<file path="config.mk">
export PLATFORM = sky130hd
export DESIGN_NAME = kie_mac_pipe
export DESIGN_NICKNAME = d
export VERILOG_FILES = /design/src/hdl/kie_pkg.sv /design/src/hdl/kie_mac_pipe.sv
export SDC_FILE = /design/constraint.sdc
export NUM_CORES = 2
export LEC_CHECK = 0
export BUFFER_PORTS_ARGS = -buffer_cell sky130_fd_sc_hd__buf_4
export CAP_MARGIN = 0
export CORE_MARGIN = 3
export CORE_UTILIZATION = 54
export CTS_CLUSTER_DIAMETER = 200
export DETAILED_ROUTE_END_ITERATION = 6
export PLACE_DENSITY_LB_ADDON = 0.3
export SYNTH_ARGS = -nofsm -noshare
export SYNTH_HDL_FRONTEND = slang
export SYNTH_SLANG_ARGS = --single-unit
</file>
<file path="constraint.sdc">
create_clock -name clk -period 7.05 [get_ports clk]
set_input_delay 0.3525 -clock clk [delete_from_list [all_inputs] [get_ports clk]]
set_output_delay 0.3525 -clock clk [all_outputs]
set_load 0.05 [all_outputs]
</file>
<file path="src/hdl/kie_pkg.sv">
// ----------------------------------------------------------------------------
// kie_pkg
// Shared types and codes for the truncated Katz index engine.
// ----------------------------------------------------------------------------
package kie_pkg;

	// input command codes
	localparam logic [1:0] CMD_EDGE  = 2'd0;
	localparam logic [1:0] CMD_RUN   = 2'd1;
	localparam logic [1:0] CMD_QUERY = 2'd2;
	localparam logic [1:0] CMD_RSVD  = 2'd3;

	// result kinds
	localparam logic KIND_DONE  = 1'b0;
	localparam logic KIND_SCORE = 1'b1;

	// configuration register indexes
	localparam logic [1:0] REG_NODE_COUNT = 2'd0;
	localparam logic [1:0] REG_BETA       = 2'd1;
	localparam logic [1:0] REG_STEPS      = 2'd2;

	// reset values of the registers and the length weight, and its rounding constant
	localparam logic [6:0]  NODE_COUNT_RST = 7'd64;
	localparam logic [31:0] BETA_RST       = 32'd429496730;
	localparam logic [5:0]  STEPS_RST      = 6'd20;
	localparam logic [31:0] WEIGHT_ONE     = 32'hFFFF_FFFF;
	localparam logic [63:0] WEIGHT_ROUND   = 64'h0000_0000_8000_0000;

	typedef struct packed {
		logic [1:0] command;
		logic [5:0] node_a;
		logic [5:0] node_b;
	} kie_in_t;

	typedef struct packed {
		logic        result_kind;
		logic [63:0] pair_score;
	} kie_out_t;

	// tag travelling with one multiply-accumulate read
	typedef struct packed {
		logic valid;
		logic first;
		logic last;
	} kie_tag_t;

endpackage

</file>
<file path="src/hdl/kie_mac_pipe.sv">
// ----------------------------------------------------------------------------
// kie_mac_pipe
// Multiply-accumulate pipeline: path x adjacency products summed over one
// row/column, then written back as the next path count and folded into the
// score entry with a read-modify-write.
// ----------------------------------------------------------------------------
module kie_mac_pipe import kie_pkg::*; #(
	parameter int IW          = 12,
	parameter int COUNT_WIDTH = 32,
	parameter int ADJ_WIDTH   = 8
) (
	input  logic                   clk,
	input  logic                   arst_n,
	input  kie_tag_t               iss,
	input  logic [IW-1:0]          iss_ix,
	input  logic [COUNT_WIDTH-1:0] path_rd,
	input  logic [ADJ_WIDTH-1:0]   adj_rd,
	input  logic [31:0]            weight,
	input  logic [63:0]            score_rd,
	output logic                   pw_en,
	output logic [IW-1:0]          pw_addr,
	output logic [COUNT_WIDTH-1:0] pw_data,
	output logic                   sr_en,
	output logic [IW-1:0]          sr_addr,
	output logic                   sw_en,
	output logic [IW-1:0]          sw_addr,
	output logic [63:0]            sw_data,
	output logic                   busy
);

	localparam int CPX = COUNT_WIDTH + ADJ_WIDTH;
	localparam int SPX = (COUNT_WIDTH + 32 > 64) ? COUNT_WIDTH + 32 : 64;
	localparam logic [COUNT_WIDTH-1:0] CMAX = {COUNT_WIDTH{1'b1}};

	kie_tag_t               tag_s1, tag_s2;
	logic [IW-1:0]          ix_s1, ix_s2, ix_s3, ix_s4;
	logic [COUNT_WIDTH-1:0] prod_s2, acc_q, acc_s3;
	logic                   v_s3, v_s4;
	logic [63:0]            sprod_s4;

	logic [CPX-1:0]         mp;
	logic [COUNT_WIDTH-1:0] prod;
	logic [COUNT_WIDTH-1:0] acc_base;
	logic [COUNT_WIDTH:0]   acc_sum;
	logic [COUNT_WIDTH-1:0] acc_new;
	logic [SPX-1:0]         sp;
	logic [63:0]            sprod;
	logic [64:0]            sc_sum;

	// stage 1: saturating path x adjacency product
	always_comb begin
		mp   = CPX'(path_rd) * CPX'(adj_rd);
		prod = (mp > CPX'(CMAX)) ? CMAX : mp[COUNT_WIDTH-1:0];
	end

	// stage 2: saturating accumulate
	always_comb begin
		acc_base = tag_s2.first ? '0 : acc_q;
		acc_sum  = {1'b0, acc_base} + {1'b0, prod_s2};
		acc_new  = acc_sum[COUNT_WIDTH] ? CMAX : acc_sum[COUNT_WIDTH-1:0];
	end

	// stage 3: weight x path count, saturated to 64 bits
	always_comb begin
		sp    = SPX'(weight) * SPX'(acc_s3);
		sprod = (sp > SPX'({64{1'b1}})) ? {64{1'b1}} : sp[63:0];
	end

	// stage 4: saturating score update
	assign sc_sum  = {1'b0, score_rd} + {1'b0, sprod_s4};
	assign sw_data = sc_sum[64] ? {64{1'b1}} : sc_sum[63:0];
	assign sw_en   = v_s4;
	assign sw_addr = ix_s4;

	assign pw_en   = v_s3;
	assign pw_addr = ix_s3;
	assign pw_data = acc_s3;
	assign sr_en   = v_s3;
	assign sr_addr = ix_s3;
	assign busy    = tag_s1.valid | tag_s2.valid | v_s3 | v_s4;

	// stage valids
	always_ff @(posedge clk or negedge arst_n) begin
		if (!arst_n) begin
			tag_s1 <= '0;
			tag_s2 <= '0;
			v_s3   <= 1'b0;
			v_s4   <= 1'b0;
		end else begin
			tag_s1 <= iss;
			tag_s2 <= tag_s1;
			v_s3   <= tag_s2.valid & tag_s2.last;
			v_s4   <= v_s3;
		end
	end

	// stage payloads
	always_ff @(posedge clk) begin
		ix_s1    <= iss_ix;
		ix_s2    <= ix_s1;
		prod_s2  <= prod;
		if (tag_s2.valid) begin
			acc_q <= acc_new;
		end
		acc_s3   <= acc_new;
		ix_s3    <= ix_s2;
		ix_s4    <= ix_s3;
		sprod_s4 <= sprod;
	end

endmodule

</file>
======== Yosys cells after proc, flatten, opt, wreduce, memory -nomap -nowiden ========
Index checks and enable logic that the tools add are counted.
storage, ports and cells
  register bits after elaboration ......... 216
  input port bits ......................... 153
  output and inout port bits .............. 136
  word-level logic and storage cells ...... 29
cells by class
  add/sub/neg operators ................... 2
  multipliers ............................. 2
  $lt $le $gt $ge ......................... 2
  muxes and demuxes ....................... 3
  bitwise logic cells ..................... 4
operators with widths
  kind                  count
  $add 64x64->65        1
  $gt 64x64->1 const B  1
  $mul 32x32->64        1
  $mux 32               2
  $mux 64               1
  $gt 40x32->1 const B  1
  $mul 32x8->40         1
  $add 32x32->33        1
  $or 1x1->1            3
  $and 1x1->1           1

======== Logic depth before layout (Yosys ltp) ========
  depth after elaboration ................. 3
  mapped depth ............................ 28
  depth with buffers taken out ............ 26

======== Worst setup path before layout ========
No wires, ideal clock.
  path type ............................... register to register
  start ................................... reg acc_s3[11] (netlist: pw_data[11])
  end ..................................... reg sprod_s4[60]
  library setup time ...................... 0.120 ns
  arrival time ............................ 7.505 ns
  data required time ...................... 6.930 ns
  slack ................................... -0.575 ns
  stages on the path, launching flop included .. 26
  path buffers ............................ 2
  period minus slack after synthesis ...... 7.625 ns
  path through ............................ dfxtp_1 clkbuf_1 nand2_1 fa_1 inv_1 fa_1 inv_1 fa_1 inv_1 fa_1 inv_1 fa_1 fa_1 fa_1 fa_1 inv_1 ha_1 clkbuf_1 nand4_1 or3_1 or3_1 o21ai_0 a31oi_1 a21oi_1 a41oi_1 xnor2_1
between the ends
  longest elaborated chain between the ends .. 2
RTL lines
  element                 line                 source
  start, declared         kie_mac_pipe.sv:37   logic [COUNT_WIDTH-1:0] prod_s2, acc_q, acc_s3;
  start signal, assigned  kie_mac_pipe.sv:105  acc_s3 <= acc_new;
  $mul 32x32->64 *        kie_mac_pipe.sv:65   sp = SPX'(weight) * SPX'(acc_s3);
  via sp[60]              kie_mac_pipe.sv:46   logic [SPX-1:0] sp;
  $gt 64x64->1            kie_mac_pipe.sv:66   sprod = (sp > SPX'({64{1'b1}})) ? {64{1'b1}} : sp[63:0];
  end signal, assigned    kie_mac_pipe.sv:108  sprod_s4 <= sprod;
  end, declared           kie_mac_pipe.sv:39   logic [63:0] sprod_s4;
The timed path passes the listed nets; every way through them passes the cells marked *.
A chain may end at the register's enable or synchronous reset.

======== Worst setup path in the final report ========
  start ................................... reg acc_s3[7] (netlist: pw_data[7])
  end ..................................... reg sprod_s4[60]
The elaborated chain is that of the path after synthesis.

==> summary by stage <==
Drt
The number of DRC violations after detailed routing is 0. The highest layer touched by signal routing is met5. The average wire per standard cell is 18.29 µm. The pre-antenna-repair detailed-routing pass consisted of 6 iterations. Wire segments on met3 add up to 11300 µm in the final route.

The via count is 40520. The iteration-0 DRC count of the detailed router is 2819. The number of nets with antenna violations after routing is 0.

The total wire length is 137500 µm. The via density per instance is 5.391. The detailed router put a total of 57780 µm of wire on met1. The met2 wire length is 65650 µm.

Die
The starting density of the core is 54.52%. The vertical extent of the die is 316.0 µm. The area of the die is 99820 µm².

The initialized floorplan defines 113 standard-cell rows. The core footprint is 95150 µm². The die is 316.0 µm wide. For this design the top-level I/O count stands at 289.

Worst setup path
STA puts the critical path data arrival time at 7700 ps. The biggest fanout along the worst timing path is 7. The cell family contributing the most delay on the critical path is adder cells. The capture point of the worst reg-to-reg path is sprod_s4[60]. The startpoint kind of the worst setup timing path is a flip-flop. Traced cell by cell, the critical path runs through buf_12, buf_4, and2_1, fa_1, fa_1, inv_1, fa_1, fa_1, inv_1, fa_1, inv_1, fa_1, fa_1, fa_1, inv_1, ha_4, nand4_1, or3_4, or3_4, o21ai_4, a31oi_4, a21oi_2, a41oi_2, xnor2_1. The critical path startpoint is pw_data[7].

The delay of the slowest cell on the worst path is 570 ps. The cell with the largest stage delay on the worst path is fa_1. The critical path capture point is sprod_s4[60].

In this run the register-to-register setup slack is -210 ps. The launch instance of the worst register-to-register path is pw_data[7]. The kind of critical path is flip-flop to flip-flop. The number of buffers and inverters on the critical path is 6. In this run the number of cells on the critical path is 24. The worst register-to-register path has a depth of 24. At the worst endpoint, the required time is 7490 ps. The worst setup path is captured at a flip-flop. The most prevalent standard cell on the critical path is fa_1.

Logic synthesis
The biggest area contributor in the post-synthesis netlist is fa_1. The primary flip-flop cell chosen by synthesis mapping is dfxtp_1. The share of synthesized area in the top cell type comes to 41.60%. The synthesized design contains 32 enable-type register cells. In the synthesized netlist, the cells that appear most often are 1096 x inv_1, 1078 x fa_1, 751 x and2_1. Summing the sequential cell areas from Yosys gives 9.030% of the chip area. Yosys instantiated no cell more often than inv_1. Synthesis instantiated 72 different standard cells from the library. The synthesized netlist occupies a cell area of 51880 µm². The total number of yosys warnings is 0. By area the synthesized netlist is led by fa_1 42%, ha_1 10%, and2_1 9.1%. The instance count of the mapped netlist is 5790.

In this run the mean area of a mapped cell was 8.960 µm². The synthesized net count is 7440. The async set-reset flop share out of synthesis is 3.704%.

The total of flip-flops plus latches after synthesis is 216.

Timing
The final critical-path required period is 7265 ps. Headroom to the max-slew limit came out at 36.92%. Adding up every negative setup slack in the final design gives -1711 ps.

The worst-margin pin slew is 940.6 ps. Clock skew on the completed layout was measured at 13.79 ps. Once routing completed, OpenROAD measured the worst setup slack at -214.8 ps.

Of the available clock period, the critical path in the final layout requires 103.0%. For this run, the top clock speed supported by timing is 0.1377 GHz. The final count of hold timing violations is 0. Setup violations remaining at the end of the flow were counted as 13. Setup repair after global routing could not meet its margin everywhere. The final count of pins violating max slew is 0. The tightest hold path in the finished design has a slack of 64.63 ps.

Clocking
In this run the number of H-tree levels came out at 1. The worst-case clock buffer depth is 3. The clock drives 216 sinks.

TritonCTS created 24 clock buffers. The clock reaches the later pin of the worst-skew pair after 570 ps. Clock tree synthesis selected as its root buffer the cell clkbuf_16. The clock-pin slew on the worst setup and hold paths is 60 ps. The TritonCTS clock tree is yes.

Status
The flow ran to the end, but the final reports show violations. The checks that failed: negative setup slack.

GRT
Entering global routing, the biggest net connects 65 pins. Global routing used 27.47% of the available tracks across all layers. Summed over all layers, the global routing overflow is 0.

The initial antenna violation count is 5. The number of global-route vias before repair was 42610. The wire length of the first global-routing pass is 220800 µm.

Place
Routability-driven placement finished with a final weighted congestion of 0.9311. Once placement finished, the instance area stood at 57260 µm². Summed over all nets, the half-perimeter wirelength after detailed placement is 114300 µm. Buffers placed on the I/O ports in this run total 288.

Cells and area
With fillers left out, the area of the finished cells amounts to 59930 µm². Compared with the post-synthesis result, the final layout area differs by 15.52%. The share of cells above drive strength 1 is 15.79%. In the final design database the tool counted 7882 nets.

Job
The tool flagged a number of max-cap violations equal to 0.

Min path
The path type of the worst min-delay path is input pin to flip-flop.
[cell type report]
class	instances	area, µm²
clock buffer	35	724.4
timing repair buffer	707	5724
multi-input combinational	4187	42930
inverter	1096	4114
clock inverter	9	85.08
sequential	216	4768
tap	1265	1583
fill	7865	35220
antenna	2	5.005
[stage by stage]
| step | cells | util (%) | setup slack [ps] |
|---|---|---|---|
| CTS | 7469 | 61.90 | -157.3 |
| global placement | 7389 | 60.18 | -636.1 |
| floorplan | 5790 | - | 0.6670 |
| finish | 7517 | 62.98 | -214.8 |
| global route | 7516 | 62.98 | -477.2 |
| detailed placement | 7389 | 60.18 | -743.6 |
[sequential cells by signal (all words and copies together), names as in the netlist]
register  count
sprod_s4     64
acc_q        32
prod_s2      32
pw_data      32
ix_s1        12
ix_s2        12
pw_addr      12
sw_addr      12
tag_s1        3
tag_s2        3
pw_en         1
sw_en         1
[kinds of logic (layout without fill, tap and decap cells)]
family | Yosys count | count (layout) | share of synthesized area (%)
flip-flops | 216 | 216 | 9.030
AND/OR/NAND/NOR | 1895 | 1895 | 18.70
buffers and inverters | 1387 | 1847 | 10.14
other | 0 | 2 | 0
AO/OA/AOI/OAI | 629 | 629 | 7.607
multiplexers | 3 | 3 | 0.05789
adder cells (fa/ha/maj) | 1497 | 1497 | 51.71
XOR/XNOR | 163 | 163 | 2.752
[worst min-delay path by stage]
stage	from	slack [ps]	cells after the start	end
finish	path_rd[0]	60	2	prod_s2[0]
global placement	arst_n	170	1	tag_s2[1]
detailed placement	arst_n	180	1	tag_s2[1]
floorplan	arst_n	60	0	pw_en
CTS	path_rd[0]	40	2	prod_s2[0]
global route	path_rd[0]	60	2	prod_s2[0]
[placed cells by master, fill, tap and decap left out, drive strengths merged, types with 6 or more instances in the layout]
| cell type | n |
|---|---|
| a211oi | 25 |
| a21o | 77 |
| a21oi | 203 |
| a31oi | 28 |
| a41oi | 6 |
| and2 | 751 |
| and3 | 20 |
| buf | 690 |
| clkbuf | 36 |
| clkinv | 6 |
| dfrtp | 8 |
| dfxtp | 176 |
| dlygate4sd3 | 16 |
| edfxtp | 32 |
| fa | 1078 |
| ha | 419 |
| inv | 1096 |
| nand2 | 726 |
| nand2b | 53 |
| nand3 | 47 |
| nand4 | 45 |
| nor2 | 114 |
| nor2b | 60 |
| nor3 | 28 |
| o211ai | 12 |
| o21a | 21 |
| o21ai | 147 |
| o21bai | 35 |
| o221ai | 6 |
| o31ai | 15 |
| or2 | 16 |
| or3 | 10 |
| xnor2 | 100 |
| xor2 | 63 |
[per-layer routing]
metal  GRT usage, %  vias to the layer above
met5              0                        -
met4          5.444                        4
met3          4.680                      183
met2          45.74                     1452
met1          38.10                    20360
li1               -                    18520
[what timing repair did]
| action | in CTS | in global routing |
|---|---|---|
| resized for setup | 123 | 174 |
| buffers inserted | 22 | 50 |
| pin swaps | 58 | 147 |
| hold endpoints to repair | 23 | 0 |
| hold buffers | 16 | 0 |
| endpoints found under the setup margin | 21 | 29 |
Power is not shown: default switching activity piles up to over one toggle a cycle in this logic, so the estimate is an artifact.
